**config.mk**
```make
export PLATFORM = sky130hd
export DESIGN_NAME = peer_stats_sync_session_unit_flat
export DESIGN_NICKNAME = d
export VERILOG_FILES = /design/src/rtl/core/pss_pkg.sv /design/src/rtl/core/pss_ifs.sv /design/src/rtl/core/peer_stats_sync_session_unit.sv /design/src/rtl/core/pss_session.sv /design/src/rtl/core/pss_emit.sv /design/src/flat_wrapper.sv
export SDC_FILE = /design/constraint.sdc
export NUM_CORES = 1
export LEC_CHECK = 0
export BUFFER_PORTS_ARGS = -buffer_cell sky130_fd_sc_hd__buf_2
export CAP_MARGIN = 20
export CORE_MARGIN = 2
export CORE_UTILIZATION = 55
export CTS_CLUSTER_SIZE = 28
export DETAILED_ROUTE_END_ITERATION = 16
export HOLD_SLACK_MARGIN = 0.03
export PLACE_DENSITY = 0.75
export SLEW_MARGIN = 10
export SYNTH_ARGS = -nofsm -noshare
export SYNTH_HDL_FRONTEND = slang
export SYNTH_SLANG_ARGS = --single-unit
export TNS_END_PERCENT = 10
```
**constraint.sdc**
```tcl
create_clock -name clock -period 26.3 [get_ports clock]
set_input_delay 2.63 -clock clock [delete_from_list [all_inputs] [get_ports clock]]
set_output_delay 2.63 -clock clock [all_outputs]
set_load 0.02 [all_outputs]
```
**src/rtl/core/pss_pkg.sv**
```systemverilog
package pss_pkg;

   localparam int unsigned ADDR_W    = 48;
   localparam int unsigned TIME_W    = 32;
   localparam int unsigned CAP_W     = 8;
   localparam int unsigned CSR_IDX_W = 1;
   localparam int unsigned BURST_MAX = 3;

   localparam logic [TIME_W-1:0] TIMEOUT_RESET_MS = 32'd12000;
   localparam logic [TIME_W-1:0] RESEND_RESET_MS  = 32'd750;
   localparam logic [CAP_W-1:0]  DEFAULT_CAP      = 8'd3;
   localparam logic [CAP_W-1:0]  MIN_COMPAT_CAP   = 8'd4;

   typedef enum logic [1:0] {
      OP_START  = 2'd0,
      OP_PACKET = 2'd1,
      OP_TICK   = 2'd2
   } op_type;

   typedef enum logic [2:0] {
      PKT_HELLO   = 3'd0,
      PKT_STATS   = 3'd1,
      PKT_ACK     = 3'd2,
      PKT_NAME    = 3'd3,
      PKT_INVALID = 3'd4
   } pkt_type;

   typedef enum logic [2:0] {
      PH_IDLE     = 3'd0,
      PH_SYNCING  = 3'd1,
      PH_SYNCED   = 3'd2,
      PH_MISMATCH = 3'd3,
      PH_STORAGE  = 3'd4,
      PH_TIMEOUT  = 3'd5
   } phase_type;

   typedef enum logic [1:0] {
      KIND_NAME  = 2'd0,
      KIND_STATS = 2'd1,
      KIND_ACK   = 2'd2
   } kind_type;

   typedef enum logic [CSR_IDX_W-1:0] {
      CSR_TIMEOUT = 1'd0,
      CSR_RESEND  = 1'd1
   } csr_idx_type;

   typedef struct packed {
      op_type              operation;
      logic [TIME_W-1:0]   now_ms;
      pkt_type             packet_type;
      logic [CAP_W-1:0]    peer_capability;
      logic [ADDR_W-1:0]   device_address;
      logic [ADDR_W-1:0]   sender_address;
      logic [7:0]          stats_version;
      logic                publish_ok;
      logic                queue_ok;
   } item_type;

   typedef struct packed {
      phase_type           session_phase;
      logic                peer_known;
      logic                stats_queued;
      logic                peer_acked;
      logic                stats_saved;
      logic                peer_too_old;
      logic [CAP_W-1:0]    agreed_capability;
      logic [ADDR_W-1:0]   peer_device_address;
      logic [ADDR_W-1:0]   peer_sender_address;
      logic [TIME_W-1:0]   start_time;
      logic [TIME_W-1:0]   last_send_time;
   } state_type;

   // Send requests raised by one item, in order, and the phase left behind.
   typedef struct packed {
      kind_type [BURST_MAX-1:0] kinds;
      logic [1:0]               count;
      phase_type                phase;
   } burst_type;

   typedef struct packed {
      logic [TIME_W-1:0] session_timeout_ms;
      logic [TIME_W-1:0] resend_interval_ms;
   } cfg_type;

endpackage

```
**src/rtl/core/pss_ifs.sv**
```systemverilog
interface pss_req_if import pss_pkg::*; ();
   logic                valid;
   logic                ready;
   logic [1:0]          operation;
   logic [TIME_W-1:0]   now_ms;
   logic [2:0]          packet_type;
   logic [CAP_W-1:0]    peer_capability;
   logic [ADDR_W-1:0]   device_address;
   logic [ADDR_W-1:0]   sender_address;
   logic [7:0]          stats_version;
   logic                publish_ok;
   logic                queue_ok;

   modport source (
      output valid, operation, now_ms, packet_type, peer_capability,
             device_address, sender_address, stats_version, publish_ok, queue_ok,
      input  ready
   );
   modport sink (
      input  valid, operation, now_ms, packet_type, peer_capability,
             device_address, sender_address, stats_version, publish_ok, queue_ok,
      output ready
   );
endinterface

interface pss_rsp_if;
   logic       valid;
   logic       ready;
   logic       send_valid;
   logic [1:0] send_kind;
   logic [2:0] session_state;
   logic       last_of_run;

   modport source (
      output valid, send_valid, send_kind, session_state, last_of_run,
      input  ready
   );
   modport sink (
      input  valid, send_valid, send_kind, session_state, last_of_run,
      output ready
   );
endinterface

interface pss_csr_if import pss_pkg::*; ();
   logic                  valid;
   logic                  ready;
   logic [CSR_IDX_W-1:0]  index;
   logic [TIME_W-1:0]     data;

   modport source (output valid, index, data, input ready);
   modport sink   (input valid, index, data, output ready);
endinterface

```
**src/rtl/core/peer_stats_sync_session_unit.sv**
```systemverilog
// Peer statistics session controller. Each request word is a start, a decoded received
// packet or a time tick, stamped with the current millisecond time; each one yields one to
// three response words, one per NAME, STATS or ACK send it asks for, or a single word with
// send_valid low when nothing is to be sent. Every response word carries the session state
// as it stands after the whole request, and last_of_run marks the final word of a request.
// A request is registered in the input register on acceptance and evaluated against the
// session state once the response register is free or giving up its last word; its words
// are then loaded into the response register, which presents the first of them. The
// response side moves one word per clock while rsp ready is high, so a request holds the
// response register for one word per send it raises (one word when none). The next
// request can be accepted into the input register while the previous one is still being
// sent. The timeout and resend intervals are written through the CSR channel, index 0
// and 1; they should be changed only while no request is in flight.
module peer_stats_sync_session_unit import pss_pkg::*; (
   input  logic        clock,
   input  logic        reset,
   pss_req_if.sink     req_port,
   pss_rsp_if.source   rsp_port,
   pss_csr_if.sink     csr_port
);

   item_type   item_ff;
   logic       in_valid_ff;
   logic       can_load;
   logic       step_fire;
   burst_type  burst;
   cfg_type    cfg_ff;

   // The input register is refilled whenever its word moves on to the evaluation step,
   // so a word can be accepted in every cycle the response register has room.
   assign step_fire      = in_valid_ff && can_load;
   assign req_port.ready = !in_valid_ff || step_fire;

   always_ff @(posedge clock) begin
      if (reset) begin
         in_valid_ff <= 1'b0;
      end else if (req_port.ready) begin
         in_valid_ff <= req_port.valid;
      end
   end

   always_ff @(posedge clock) begin
      if (req_port.valid && req_port.ready) begin
         item_ff.operation       <= op_type'(req_port.operation);
         item_ff.now_ms          <= req_port.now_ms;
         item_ff.packet_type     <= pkt_type'(req_port.packet_type);
         item_ff.peer_capability <= req_port.peer_capability;
         item_ff.device_address  <= req_port.device_address;
         item_ff.sender_address  <= req_port.sender_address;
         item_ff.stats_version   <= req_port.stats_version;
         item_ff.publish_ok      <= req_port.publish_ok;
         item_ff.queue_ok        <= req_port.queue_ok;
      end
   end

   // Configuration registers; writes are always taken.
   assign csr_port.ready = 1'b1;

   always_ff @(posedge clock) begin
      if (reset) begin
         cfg_ff.session_timeout_ms <= TIMEOUT_RESET_MS;
         cfg_ff.resend_interval_ms <= RESEND_RESET_MS;
      end else if (csr_port.valid) begin
         case (csr_idx_type'(csr_port.index))
            CSR_TIMEOUT: cfg_ff.session_timeout_ms <= csr_port.data;
            CSR_RESEND:  cfg_ff.resend_interval_ms <= csr_port.data;
            default:     cfg_ff <= cfg_ff;
         endcase
      end
   end

   pss_session u_session (
      .clock     (clock),
      .reset     (reset),
      .step_fire (step_fire),
      .item      (item_ff),
      .cfg       (cfg_ff),
      .burst     (burst)
   );

   pss_emit u_emit (
      .clock    (clock),
      .reset    (reset),
      .load     (step_fire),
      .burst    (burst),
      .can_load (can_load),
      .rsp      (rsp_port)
   );

endmodule

```
**src/rtl/core/pss_session.sv**
```systemverilog
module pss_session import pss_pkg::*; (
   input  logic      clock,
   input  logic      reset,
   input  logic      step_fire,
   input  item_type  item,
   input  cfg_type   cfg,
   output burst_type burst
);

   typedef struct packed {
      state_type st;
      burst_type br;
   } work_type;

   state_type state_ff, state_in;

   function automatic burst_type push(burst_type b, kind_type k);
      burst_type r;
      r = b;
      if (r.count < 2'(BURST_MAX)) begin
         r.kinds[r.count] = k;
         r.count = r.count + 2'd1;
      end
      return r;
   endfunction

   // Stats go out only once the peer is known and new enough.
   function automatic work_type offer(work_type w, logic [TIME_W-1:0] now, logic qok);
      work_type r;
      r = w;
      r.st.last_send_time = now;
      if (r.st.peer_known && !r.st.peer_too_old) begin
         r.br = push(r.br, KIND_NAME);
         r.br = push(r.br, KIND_STATS);
         if (qok) r.st.stats_queued = 1'b1;
      end
      return r;
   endfunction

   function automatic logic terminal(phase_type p);
      return p != PH_IDLE && p != PH_SYNCING;
   endfunction

   always_comb begin
      work_type          w;
      logic [CAP_W-1:0]  agreed_v;
      logic [CAP_W-1:0]  max_v;
      logic              stop_v;
      logic              same_peer;

      w.st       = state_ff;
      w.br       = '0;
      agreed_v   = '0;
      max_v      = '0;
      stop_v     = 1'b0;
      same_peer  = item.device_address == state_ff.peer_device_address &&
                   item.sender_address == state_ff.peer_sender_address;

      case (item.operation)
         OP_START: begin
            w.st = '0;
            w.st.start_time     = item.now_ms;
            w.st.last_send_time = item.now_ms;
         end
         OP_PACKET: begin
            if (item.packet_type <= PKT_INVALID && item.device_address != '0 &&
                item.sender_address != '0) begin
               if (terminal(state_ff.session_phase)) begin
                  // A late stats retry after sync is acknowledged again.
                  if (state_ff.session_phase == PH_SYNCED && item.packet_type == PKT_STATS &&
                      same_peer && item.publish_ok &&
                      (item.peer_capability == '0 ||
                       item.peer_capability == state_ff.agreed_capability))
                     w.br = push(w.br, KIND_ACK);
               end else if (item.packet_type == PKT_ACK &&
                            (!state_ff.peer_known || !state_ff.stats_queued)) begin
                  w.st = state_ff;
               end else if (state_ff.peer_known && !same_peer) begin
                  w.st = state_ff;
               end else begin
                  if (!state_ff.peer_known) begin
                     w.st.peer_known          = 1'b1;
                     w.st.peer_device_address = item.device_address;
                     w.st.peer_sender_address = item.sender_address;
                     w.st.session_phase       = PH_SYNCING;
                  end
                  if (item.peer_capability != '0 && state_ff.agreed_capability != '0 &&
                      state_ff.agreed_capability != item.peer_capability) begin
                     w.st.peer_acked    = 1'b0;
                     w.st.session_phase = PH_MISMATCH;
                  end else begin
                     agreed_v = (item.peer_capability != '0) ? item.peer_capability
                                                             : state_ff.agreed_capability;
                     w.st.agreed_capability = agreed_v;
                     max_v = (agreed_v != '0) ? agreed_v : DEFAULT_CAP;
                     w.st.peer_too_old = max_v < MIN_COMPAT_CAP;
                     if (item.packet_type == PKT_INVALID ||
                         (item.packet_type == PKT_STATS && item.stats_version > max_v)) begin
                        w.st.peer_acked    = 1'b0;
                        w.st.session_phase = PH_MISMATCH;
                     end else begin
                        if (item.packet_type == PKT_ACK && !w.st.peer_too_old)
                           w.st.peer_acked = 1'b1;
                        if (item.packet_type == PKT_HELLO) begin
                           w.br = push(w.br, KIND_NAME);
                           w = offer(w, item.now_ms, item.queue_ok);
                        end
                        if (item.packet_type == PKT_STATS) begin
                           if (!item.publish_ok) begin
                              w.st.peer_acked    = 1'b0;
                              w.st.session_phase = PH_STORAGE;
                              stop_v = 1'b1;
                           end else begin
                              w.st.stats_saved = 1'b1;
                              w.br = push(w.br, KIND_ACK);
                              if (w.st.peer_too_old) begin
                                 w.st.session_phase = PH_MISMATCH;
                                 stop_v = 1'b1;
                              end else if (!w.st.stats_queued) begin
                                 w = offer(w, item.now_ms, item.queue_ok);
                              end
                           end
                        end
                        if (!stop_v && w.st.stats_saved && w.st.peer_acked &&
                            !w.st.peer_too_old)
                           w.st.session_phase = PH_SYNCED;
                     end
                  end
               end
            end
         end
         OP_TICK: begin
            if (!terminal(state_ff.session_phase)) begin
               if (item.now_ms - state_ff.start_time > cfg.session_timeout_ms) begin
                  w.st.peer_acked    = 1'b0;
                  w.st.session_phase = PH_TIMEOUT;
               end else if (state_ff.peer_known && !state_ff.peer_acked &&
                            item.now_ms - state_ff.last_send_time >=
                            cfg.resend_interval_ms) begin
                  w = offer(w, item.now_ms, item.queue_ok);
               end
            end
         end
         default: begin
            w.st = state_ff;
         end
      endcase

      state_in       = w.st;
      burst          = w.br;
      burst.phase    = w.st.session_phase;
   end

   always_ff @(posedge clock) begin
      if (reset) begin
         state_ff <= '0;
      end else if (step_fire) begin
         state_ff <= state_in;
      end
   end

   // Only a start leaves a finished session.
   a_terminal_holds: assert property (@(posedge clock) disable iff (reset)
      (step_fire && item.operation != OP_START && terminal(state_ff.session_phase))
      |=> $stable(state_ff.session_phase))
      else $error("finished session changed phase without a start");

   // Once latched, the peer addresses change only through a start.
   a_peer_latched: assert property (@(posedge clock) disable iff (reset)
      (step_fire && item.operation != OP_START && state_ff.peer_known)
      |=> ($stable(state_ff.peer_device_address) && $stable(state_ff.peer_sender_address)))
      else $error("latched peer address was overwritten");

endmodule

```
**src/rtl/core/pss_emit.sv**
```systemverilog
module pss_emit import pss_pkg::*; (
   input  logic      clock,
   input  logic      reset,
   input  logic      load,
   input  burst_type burst,
   output logic      can_load,
   pss_rsp_if.source rsp
);

   burst_type  burst_ff;
   logic       res_valid_ff;
   logic [1:0] res_idx_ff, res_idx_in;
   logic [1:0] res_words;
   logic       res_last;
   logic       word_fire;

   // An item with no send still reports its state in one word.
   assign res_words = (burst_ff.count == '0) ? 2'd1 : burst_ff.count;
   assign res_last  = res_idx_ff == res_words - 2'd1;
   assign word_fire = res_valid_ff && rsp.ready;
   assign can_load  = !res_valid_ff || (word_fire && res_last);

   assign rsp.valid         = res_valid_ff;
   assign rsp.send_valid    = burst_ff.count != '0;
   assign rsp.send_kind     = burst_ff.kinds[res_idx_ff];
   assign rsp.session_state = burst_ff.phase;
   assign rsp.last_of_run   = res_last;

   always_comb begin
      res_idx_in = res_idx_ff;
      if (load) begin
         res_idx_in = '0;
      end else if (word_fire && !res_last) begin
         res_idx_in = res_idx_ff + 2'd1;
      end
   end

   always_ff @(posedge clock) begin
      if (reset) begin
         res_valid_ff <= 1'b0;
         res_idx_ff   <= '0;
      end else begin
         res_idx_ff <= res_idx_in;
         if (load) begin
            res_valid_ff <= 1'b1;
         end else if (word_fire && res_last) begin
            res_valid_ff <= 1'b0;
         end
      end
   end

   always_ff @(posedge clock) begin
      if (load) begin
         burst_ff <= burst;
      end
   end

   a_idx_in_range: assert property (@(posedge clock) disable iff (reset)
      res_valid_ff |-> (res_idx_ff < res_words))
      else $error("word index beyond the burst");

   a_no_overwrite: assert property (@(posedge clock) disable iff (reset)
      load |-> can_load)
      else $error("burst loaded over an unfinished one");

   a_burst_advance: assert property (@(posedge clock) disable iff (reset)
      (word_fire && !res_last) |=> (res_valid_ff && res_idx_ff == $past(res_idx_ff) + 2'd1))
      else $error("burst did not move on to its next word");

endmodule
```
**src/flat_wrapper.sv**
```systemverilog
// flat-port wrapper written by rule: the top's interface ports become plain ports
module peer_stats_sync_session_unit_flat import pss_pkg::*;
  (clock, reset, req_port_valid, req_port_operation, req_port_now_ms, req_port_packet_type, req_port_peer_capability, req_port_device_address, req_port_sender_address, req_port_stats_version, req_port_publish_ok, req_port_queue_ok, req_port_ready, rsp_port_valid, rsp_port_send_valid, rsp_port_send_kind, rsp_port_session_state, rsp_port_last_of_run, rsp_port_ready, csr_port_valid, csr_port_index, csr_port_data, csr_port_ready);
  pss_req_if req_port_i ();
  pss_rsp_if rsp_port_i ();
  pss_csr_if csr_port_i ();
  input  logic clock;
  input  logic reset;
  input wire logic [$bits(req_port_i.valid)-1:0] req_port_valid;
  input wire logic [$bits(req_port_i.operation)-1:0] req_port_operation;
  input wire logic [$bits(req_port_i.now_ms)-1:0] req_port_now_ms;
  input wire logic [$bits(req_port_i.packet_type)-1:0] req_port_packet_type;
  input wire logic [$bits(req_port_i.peer_capability)-1:0] req_port_peer_capability;
  input wire logic [$bits(req_port_i.device_address)-1:0] req_port_device_address;
  input wire logic [$bits(req_port_i.sender_address)-1:0] req_port_sender_address;
  input wire logic [$bits(req_port_i.stats_version)-1:0] req_port_stats_version;
  input wire logic [$bits(req_port_i.publish_ok)-1:0] req_port_publish_ok;
  input wire logic [$bits(req_port_i.queue_ok)-1:0] req_port_queue_ok;
  output wire logic [$bits(req_port_i.ready)-1:0] req_port_ready;
  output wire logic [$bits(rsp_port_i.valid)-1:0] rsp_port_valid;
  output wire logic [$bits(rsp_port_i.send_valid)-1:0] rsp_port_send_valid;
  output wire logic [$bits(rsp_port_i.send_kind)-1:0] rsp_port_send_kind;
  output wire logic [$bits(rsp_port_i.session_state)-1:0] rsp_port_session_state;
  output wire logic [$bits(rsp_port_i.last_of_run)-1:0] rsp_port_last_of_run;
  input wire logic [$bits(rsp_port_i.ready)-1:0] rsp_port_ready;
  input wire logic [$bits(csr_port_i.valid)-1:0] csr_port_valid;
  input wire logic [$bits(csr_port_i.index)-1:0] csr_port_index;
  input wire logic [$bits(csr_port_i.data)-1:0] csr_port_data;
  output wire logic [$bits(csr_port_i.ready)-1:0] csr_port_ready;
  assign req_port_i.valid = req_port_valid;
  assign req_port_i.operation = req_port_operation;
  assign req_port_i.now_ms = req_port_now_ms;
  assign req_port_i.packet_type = req_port_packet_type;
  assign req_port_i.peer_capability = req_port_peer_capability;
  assign req_port_i.device_address = req_port_device_address;
  assign req_port_i.sender_address = req_port_sender_address;
  assign req_port_i.stats_version = req_port_stats_version;
  assign req_port_i.publish_ok = req_port_publish_ok;
  assign req_port_i.queue_ok = req_port_queue_ok;
  assign req_port_ready = req_port_i.ready;
  assign rsp_port_valid = rsp_port_i.valid;
  assign rsp_port_send_valid = rsp_port_i.send_valid;
  assign rsp_port_send_kind = rsp_port_i.send_kind;
  assign rsp_port_session_state = rsp_port_i.session_state;
  assign rsp_port_last_of_run = rsp_port_i.last_of_run;
  assign rsp_port_i.ready = rsp_port_ready;
  assign csr_port_i.valid = csr_port_valid;
  assign csr_port_i.index = csr_port_index;
  assign csr_port_i.data = csr_port_data;
  assign csr_port_ready = csr_port_i.ready;
  peer_stats_sync_session_unit u_core (.clock(clock), .reset(reset), .req_port(req_port_i), .rsp_port(rsp_port_i), .csr_port(csr_port_i));
endmodule
```
* Word-level counts from Yosys, hierarchy flattened *
Index checks and enable logic that the tools add are counted.

operators by class
  add/sub/neg operators = 10
  magnitude comparators = 24
  eq/ne operators = 23
  muxes and demuxes = 142
  bitwise operators = 18
  reductions and logical operators = 73

operators by type and width
  operator                                            number
  2-to-1 mux 187 bit                                  17
  2-to-1 mux 183 bit                                  4
  2-to-1 mux 181 bit                                  4
  2-to-1 mux 176 bit                                  3
  one-hot mux 176 bit (3 select lines)                1
  2-to-1 mux 8 bit                                    38
  == test 48 bit                                      2
  2-to-1 mux 96 bit                                   1
  nonzero test 48 bit                                 2
  2-to-1 mux 4 bit                                    19
  2-to-1 mux 11 bit                                   6
  subtractor 32 bit                                   2
  logical AND 1 bit                                   33
  greater-or-equal comparator 32 bit                  1
  greater-than comparator 32 bit                      1
  demux 2 bit (select 2 bit)                          6
  2-to-1 mux 1 bit                                    24
  nonzero test 8 bit                                  3
  != test 2 bit, second input constant                11
  one-hot mux 11 bit (2 select lines)                 1
  < comparator 2 x 3 -> 1 bit, second input constant  7
  2-to-1 mux 2 bit                                    10
  2-to-1 mux 3 bit                                    6
  AND reduction 8 bit                                 2
  40 further kinds                                    86

word-level totals
  flip-flop bits (word level) = 406
  output and inout port bits = 10
  word-level logic and storage cells = 320

* Logic depth before layout (Yosys ltp) *
  depth after elaboration = 111
  gate-level depth with buffers = 27
  gate-level depth less buffers = 25

* By module *
A second synthesis with hierarchy kept.

second synthesis, totals
  cell total of the unflattened synthesis = 2186
  area total of the unflattened synthesis = 21429.3 um2

by module, submodules not included
  module                        times used  cells an instance  area an instance (um2)
  pss_session                   1           1730               13554.2
  peer_stats_sync_session_unit  1           409                7235.7
  pss_emit                      1           47                 639.4

* Worst setup path after synthesis *
No wires, ideal clock.

  path kind = in2reg
  start = in rsp_port_ready
  end = reg u_core.item_ff[0] (netlist name) (enable)
  setup time = 711 ps
  arrival time = 10168 ps
  required time = 25589 ps
  setup slack = 15421 ps
  cell stages on the path = 3
  path buffers = 0
  cell sequence = inv_1 -> o21a_1 -> a21oi_1

on the way
  longest elaborated chain between the ends = 6

ends and longest elaborated chain
  item               line                                text
  from (decl)        flat_wrapper.sv:25                  input wire logic [$bits(rsp_port_i.ready)-1:0] rsp_port_ready;
  logical AND 1 bit  pss_emit.sv:20                      assign word_fire = res_valid_ff && rsp.ready;
  logical AND 1 bit  pss_emit.sv:21                      assign can_load = !res_valid_ff || (word_fire && res_last);
  logical OR 1 bit   pss_emit.sv:21
  logical AND 1 bit  peer_stats_sync_session_unit.sv:31  assign step_fire = in_valid_ff && can_load;
  logical OR 1 bit   peer_stats_sync_session_unit.sv:32  assign req_port.ready = !in_valid_ff || step_fire;
  logical AND 1 bit  peer_stats_sync_session_unit.sv:43  if (req_port.valid && req_port.ready) begin
  to (decl)          peer_stats_sync_session_unit.sv:22  item_type item_ff;

Every way passes these cells.
A chain may end at the register's enable or synchronous reset.

* Final worst setup path *
  start = reg u_core.item_ff[117] (netlist name)
  end = reg u_core.u_session.state_ff[13] (netlist name)

on the way
  longest elaborated chain between the ends = 5

ends and longest elaborated chain
  item                                line                text
  subtractor 32 bit                   pss_session.sv:138  item.now_ms - state_ff.last_send_time >=
  greater-or-equal comparator 32 bit  pss_session.sv:138
  logical AND 1 bit                   pss_session.sv:137  end else if (state_ff.peer_known && !state_ff.peer_acked &&
  != test 2 bit (no line)             --
  AND reduction 11 bit (no line) (*)  --
  to (signal assigned)                pss_session.sv:158  state_ff <= state_in;
  to (decl)                           pss_session.sv:15   state_type state_ff, state_in;

Every way passes the cells marked *; elsewhere a longest branch is shown, timed or not.

==> out/qor.log <==
[run_status] result of the run complete, no violations
[power] internal portion of total power 1.14 mW
[synthesis] cell count after synthesis 1911
[clock_tree] clock tree from TritonCTS yes
[timing] Worst Clk Skew 0.0211 ns
[flow_run] number of max-capacitance violations reported 0
[clock_tree] hold bufs inserted after CTS 0
[synthesis] Yosys cell types 79
[place] number of buffers inserted by port buffering 197
[synthesis] fraction of registers with async set/reset 0%
[detailed_routing] Vias/cell 5.88
[grt] initial antenna violation count 0
[synthesis] number of flops mapped to enable cells by yosys 162
[detailed_routing] Total Routed Length 48.9 mm
[clock_tree] H-tree level count 2
[timing] worst setup slack after layout 19.99 ns
[die] Core ar. 0.0356 sq mm
[timing] Final min period 6.31 ns
[synthesis] share of the synthesized area in the top cell type 24.6%
[synthesis] leading cell type by number of instances after synthesis dfxtp_1
[finish] final core utilization 64.0%
[worst_setup_path] CP max FO 32
[worst_setup_path] Crit path required time 26.77 ns
[grt] wire length of the first global-routing pass 78.3 mm
[clock_tree] clock buffer count from CTS 44
[synthesis] most area-hungry cell type in the Yosys netlist dfxtp_1
[min_path] worst min-delay path class reg -> reg
[grt] GRT overflow 0
[detailed_routing] wire length per cell 18.9 um
[timing] total count of max-transition violations in the final report 0
[synthesis] most frequent cells after synthesis dfxtp_1, edfxtp_1, nand2_1, inv_1, ha_1
[synthesis] number of storage elements in the synthesis netlist 406
[timing] setup TNS after final layout 0 ns
[finish] fillcell total 2833
[power] Leak 9.10 nW
[worst_setup_path] Worst setup SP type flip-flop
[detailed_routing] remaining antenna violation count after routing 0
[place] final weighted congestion of routability-driven global placement 0.895
[synthesis] Syn. warnings 0
[power] maximum vdd drop 61.8 uV
[synthesis] sequential cell area fraction in the yosys report 49.1%
[clock_tree] total number of clock tree sinks 406
[finish] non-filler instance count after layout 2592
[power] switching component of the power 394 uW
[clock_tree] Clock Latency Late Sink 0.60 ns
[die] die height 194 um
[clock_tree] total of cells resized after clock tree synthesis 0
[power] Clock power frac 42.4%
[finish] proportion of layout cells with a drive suffix above 1 14.6%
[timing] RSZ-0062 raised after global routing no
[detailed_routing] router iterations before antenna repair 5
[grt] vias in the first global route 15200
[timing] Period Utilization, post-route 24.0%
[synthesis] Synth Area per Inst 10.4 sq um
[detailed_routing] detailed router's first-iteration violation count 963
[die] I/O pin count 199
[detailed_routing] DRC Markers 0
[worst_setup_path] worst setup path startpoint u_core.item_ff[117]$_DFFE_PP_
[timing] Rel. slew slack 27.8%
[worst_setup_path] R2R cell count 26
[timing] maximum clock frequency 158 MHz
[clock_tree] Longest Clk Path Bufs 3
[place] half-perimeter wire length after detailed placement 34.6 mm
[worst_setup_path] endpoint of the lowest-slack register-to-register path u_core.u_session.state_ff[13]$_SDFFE_PP0P_
[die] Die X-Extent 194 um
[timing] Finish-stage setup viols 0
[place] pre-CTS setup slack 20.13 ns
[finish] Net count, final 2423
[min_path] Hold Crit Endpoint u_core.cfg_ff[33]$_SDFFE_PP0P_
[grt] largest net degree at the start of global routing 106
[synthesis] Area contributors post-synth dfxtp_1, edfxtp_1, ha_1
[clock_tree] total setup buffers inserted after CTS 0
[worst_setup_path] setup slack of the worst register-to-register path 19.99 ns
[worst_setup_path] critical setup path kind reg -> reg
[timing] slew at the pin closest to its max-slew limit 1.08 ns
[die] total die area 0.0377 sq mm
[clock_tree] clock tree root driver cell clkbuf_16
[worst_setup_path] Setup crit end kind flip-flop
[timing] final hold viol count 0
[synthesis] most common flop cell mapped by yosys dfxtp_1
[finish] layout overhead on the synthesized area 14.5%
[die] Row Count 69
[worst_setup_path] r2r startpoint u_core.item_ff[117]$_DFFE_PP_
[power] power after layout 1.54 mW
[min_path] beginning of the worst hold path u_core.cfg_ff[33]$_SDFFE_PP0P_
[grt] all-layer global routing usage 25.7%
[synthesis] Post-Syn Area 0.0199 sq mm
[die] effective utilization at floorplan 55.9%
[clock_tree] clock-pin slew reported for the worst setup and hold paths after clock tree synthesis 0.06 ns
[worst_setup_path] signal arrival time at the worst endpoint 6.78 ns
[min_path] hold-critical path depth 2
[power] register share of total power 45.7%
[place] dpl cells 2507
[power] switching power as a share of total power 25.6%
[power] power density of the placed cells 67.5 mW/mm^2
[detailed_routing] via count 15200
[power] combinational fraction of design power 11.9%
## routing by layer
metal | global-route usage (%) | share of wire (%)
met1 | 32.7 | 42
met2 | 43.1 | 48
met3 | 4.09 | 6.4
met4 | 11.5 | 4.0
met5 | 0 | 0
## flip-flops by register name, indices dropped and copies added, names as in the netlist
signal / flops
u_core.u_emit.rsp.session_state: 3
u_core.in_valid_ff: 1
u_core.cfg_ff: 64
u_core.u_emit.rsp.valid: 1
u_core.u_emit.burst_ff: 8
u_core.u_emit.res_idx_ff: 2
u_core.u_session.state_ff: 176
u_core.item_ff: 151
## power by group through the flow
| stage | Clock (mW) | Combinational (mW) | Sequential [mW] |
|---|---|---|---|
| final | 0.652 | 0.182 | 0.703 |
| after detailed placement | 0 | 0.179 | 0.716 |
| after global routing | 0.686 | 0.205 | 0.705 |
| after floorplan | 0 | 0.127 | 0.711 |
| after CTS | 0.663 | 0.181 | 0.702 |
| after global placement | 0 | 0.174 | 0.715 |
## layout by cell type (no fill, tap or decap), types with 5 or more instances in the layout
cell         n
a211o_1      9
a211oi_1    12
a21o_1      52
a21oi_1    129
a22o_1     136
a31oi_1      9
and2_1       5
and3_1       6
buf_2      196
buf_4       13
bufinv_16    5
clkbuf_1     7
clkbuf_16   45
clkbuf_8     6
clkinv_2     7
dfxtp_1    244
edfxtp_1   162
ha_1       138
inv_1      153
nand2_1    162
nand2b_1    17
nand3_1     46
nand3b_1     9
nand4_1     38
nor2_1      81
nor2b_1      7
nor3_1      18
nor4_1      51
o211ai_1     7
o21a_1      13
o21ai_0     45
o21bai_1     6
o31ai_1     36
or3_1        5
xnor2_1     77
xor2_1      89
## worst max-delay path by stage
| stage | endpoint | slack [ns] | depth (start not counted) |
|---|---|---|---|
| after floorplan | u_core.item_ff[0]$_DFFE_PP_ | 15.42 | 3 |
| after global placement | u_core.u_session.state_ff[0]$_SDFFE_PP0P_ | 20.34 | 26 |
| after detailed placement | u_core.u_session.state_ff[13]$_SDFFE_PP0P_ | 20.13 | 26 |
| after CTS | u_core.u_session.state_ff[25]$_SDFFE_PP0P_ | 20.05 | 26 |
| after global routing | u_core.u_session.state_ff[20]$_SDFFE_PP0P_ | 19.60 | 24 |
| final | u_core.u_session.state_ff[13]$_SDFFE_PP0P_ | 19.99 | 26 |
## logic make-up (layout without fill, tap and decap cells)
logic type               count (synthesis)  after routing  share of synthesized area, %
XOR/XNOR                               166            166                          7.32
AND/OR/NAND/NOR                        463            463                          11.4
flip-flops                             406            406                          49.1
buffers and inverters                  229            446                          5.00
AO/OA/AOI/OAI                          501            501                          18.1
other                                    2              5                        0.0378
multiplexers                             4              4                         0.214
adder cells (fa/ha/maj)                140            140                          8.89
## final cells by class
| class | instances | area, sq um | share of cell area, % |
|---|---|---|---|
| diodes | 1 | 2.50 | 0.0110 |
| clock inverters | 23 | 315 | 1.39 |
| inverters | 153 | 574 | 2.52 |
| multi-input cells | 1278 | 9170 | 40.3 |
| flip-flops and latches | 406 | 9750 | 42.9 |
| repair buffers | 211 | 1120 | 4.93 |
| well taps | 461 | 577 | 2.54 |
| clock buffers | 59 | 1240 | 5.45 |
## worst max-delay path, cell delays in order, from the launching register on
cell,delay [ns]
edfxtp_1,0.41
inv_1,0.10
ha_1,0.18
inv_1,0.07
fa_1,0.46
a21o_1,0.20
a21oi_2,0.21
o21ai_1,0.13
a221oi_2,0.45
o22ai_1,0.23
o41a_1,0.41
a221o_1,0.38
a21o_1,0.21
a21oi_1,0.17
xnor2_1,0.09
ha_1,0.20
a21o_1,0.16
a21o_1,0.17
a21oi_1,0.20
nand4_1,0.14
a311o_1,0.34
and4b_1,0.22
nand2_1,0.15
o221ai_1,0.13
and3b_1,0.20
buf_4,0.25
a22o_1,0.29
## through the flow
stage	instance area, sq um	hold slack (ns)
CTS	22700	0.454
global placement	21200	0.443
finish	22800	0.454
detailed placement	21200	0.446
floorplan	19900	0.436
global route	22700	0.472
Power figures use the tool's default switching activity.
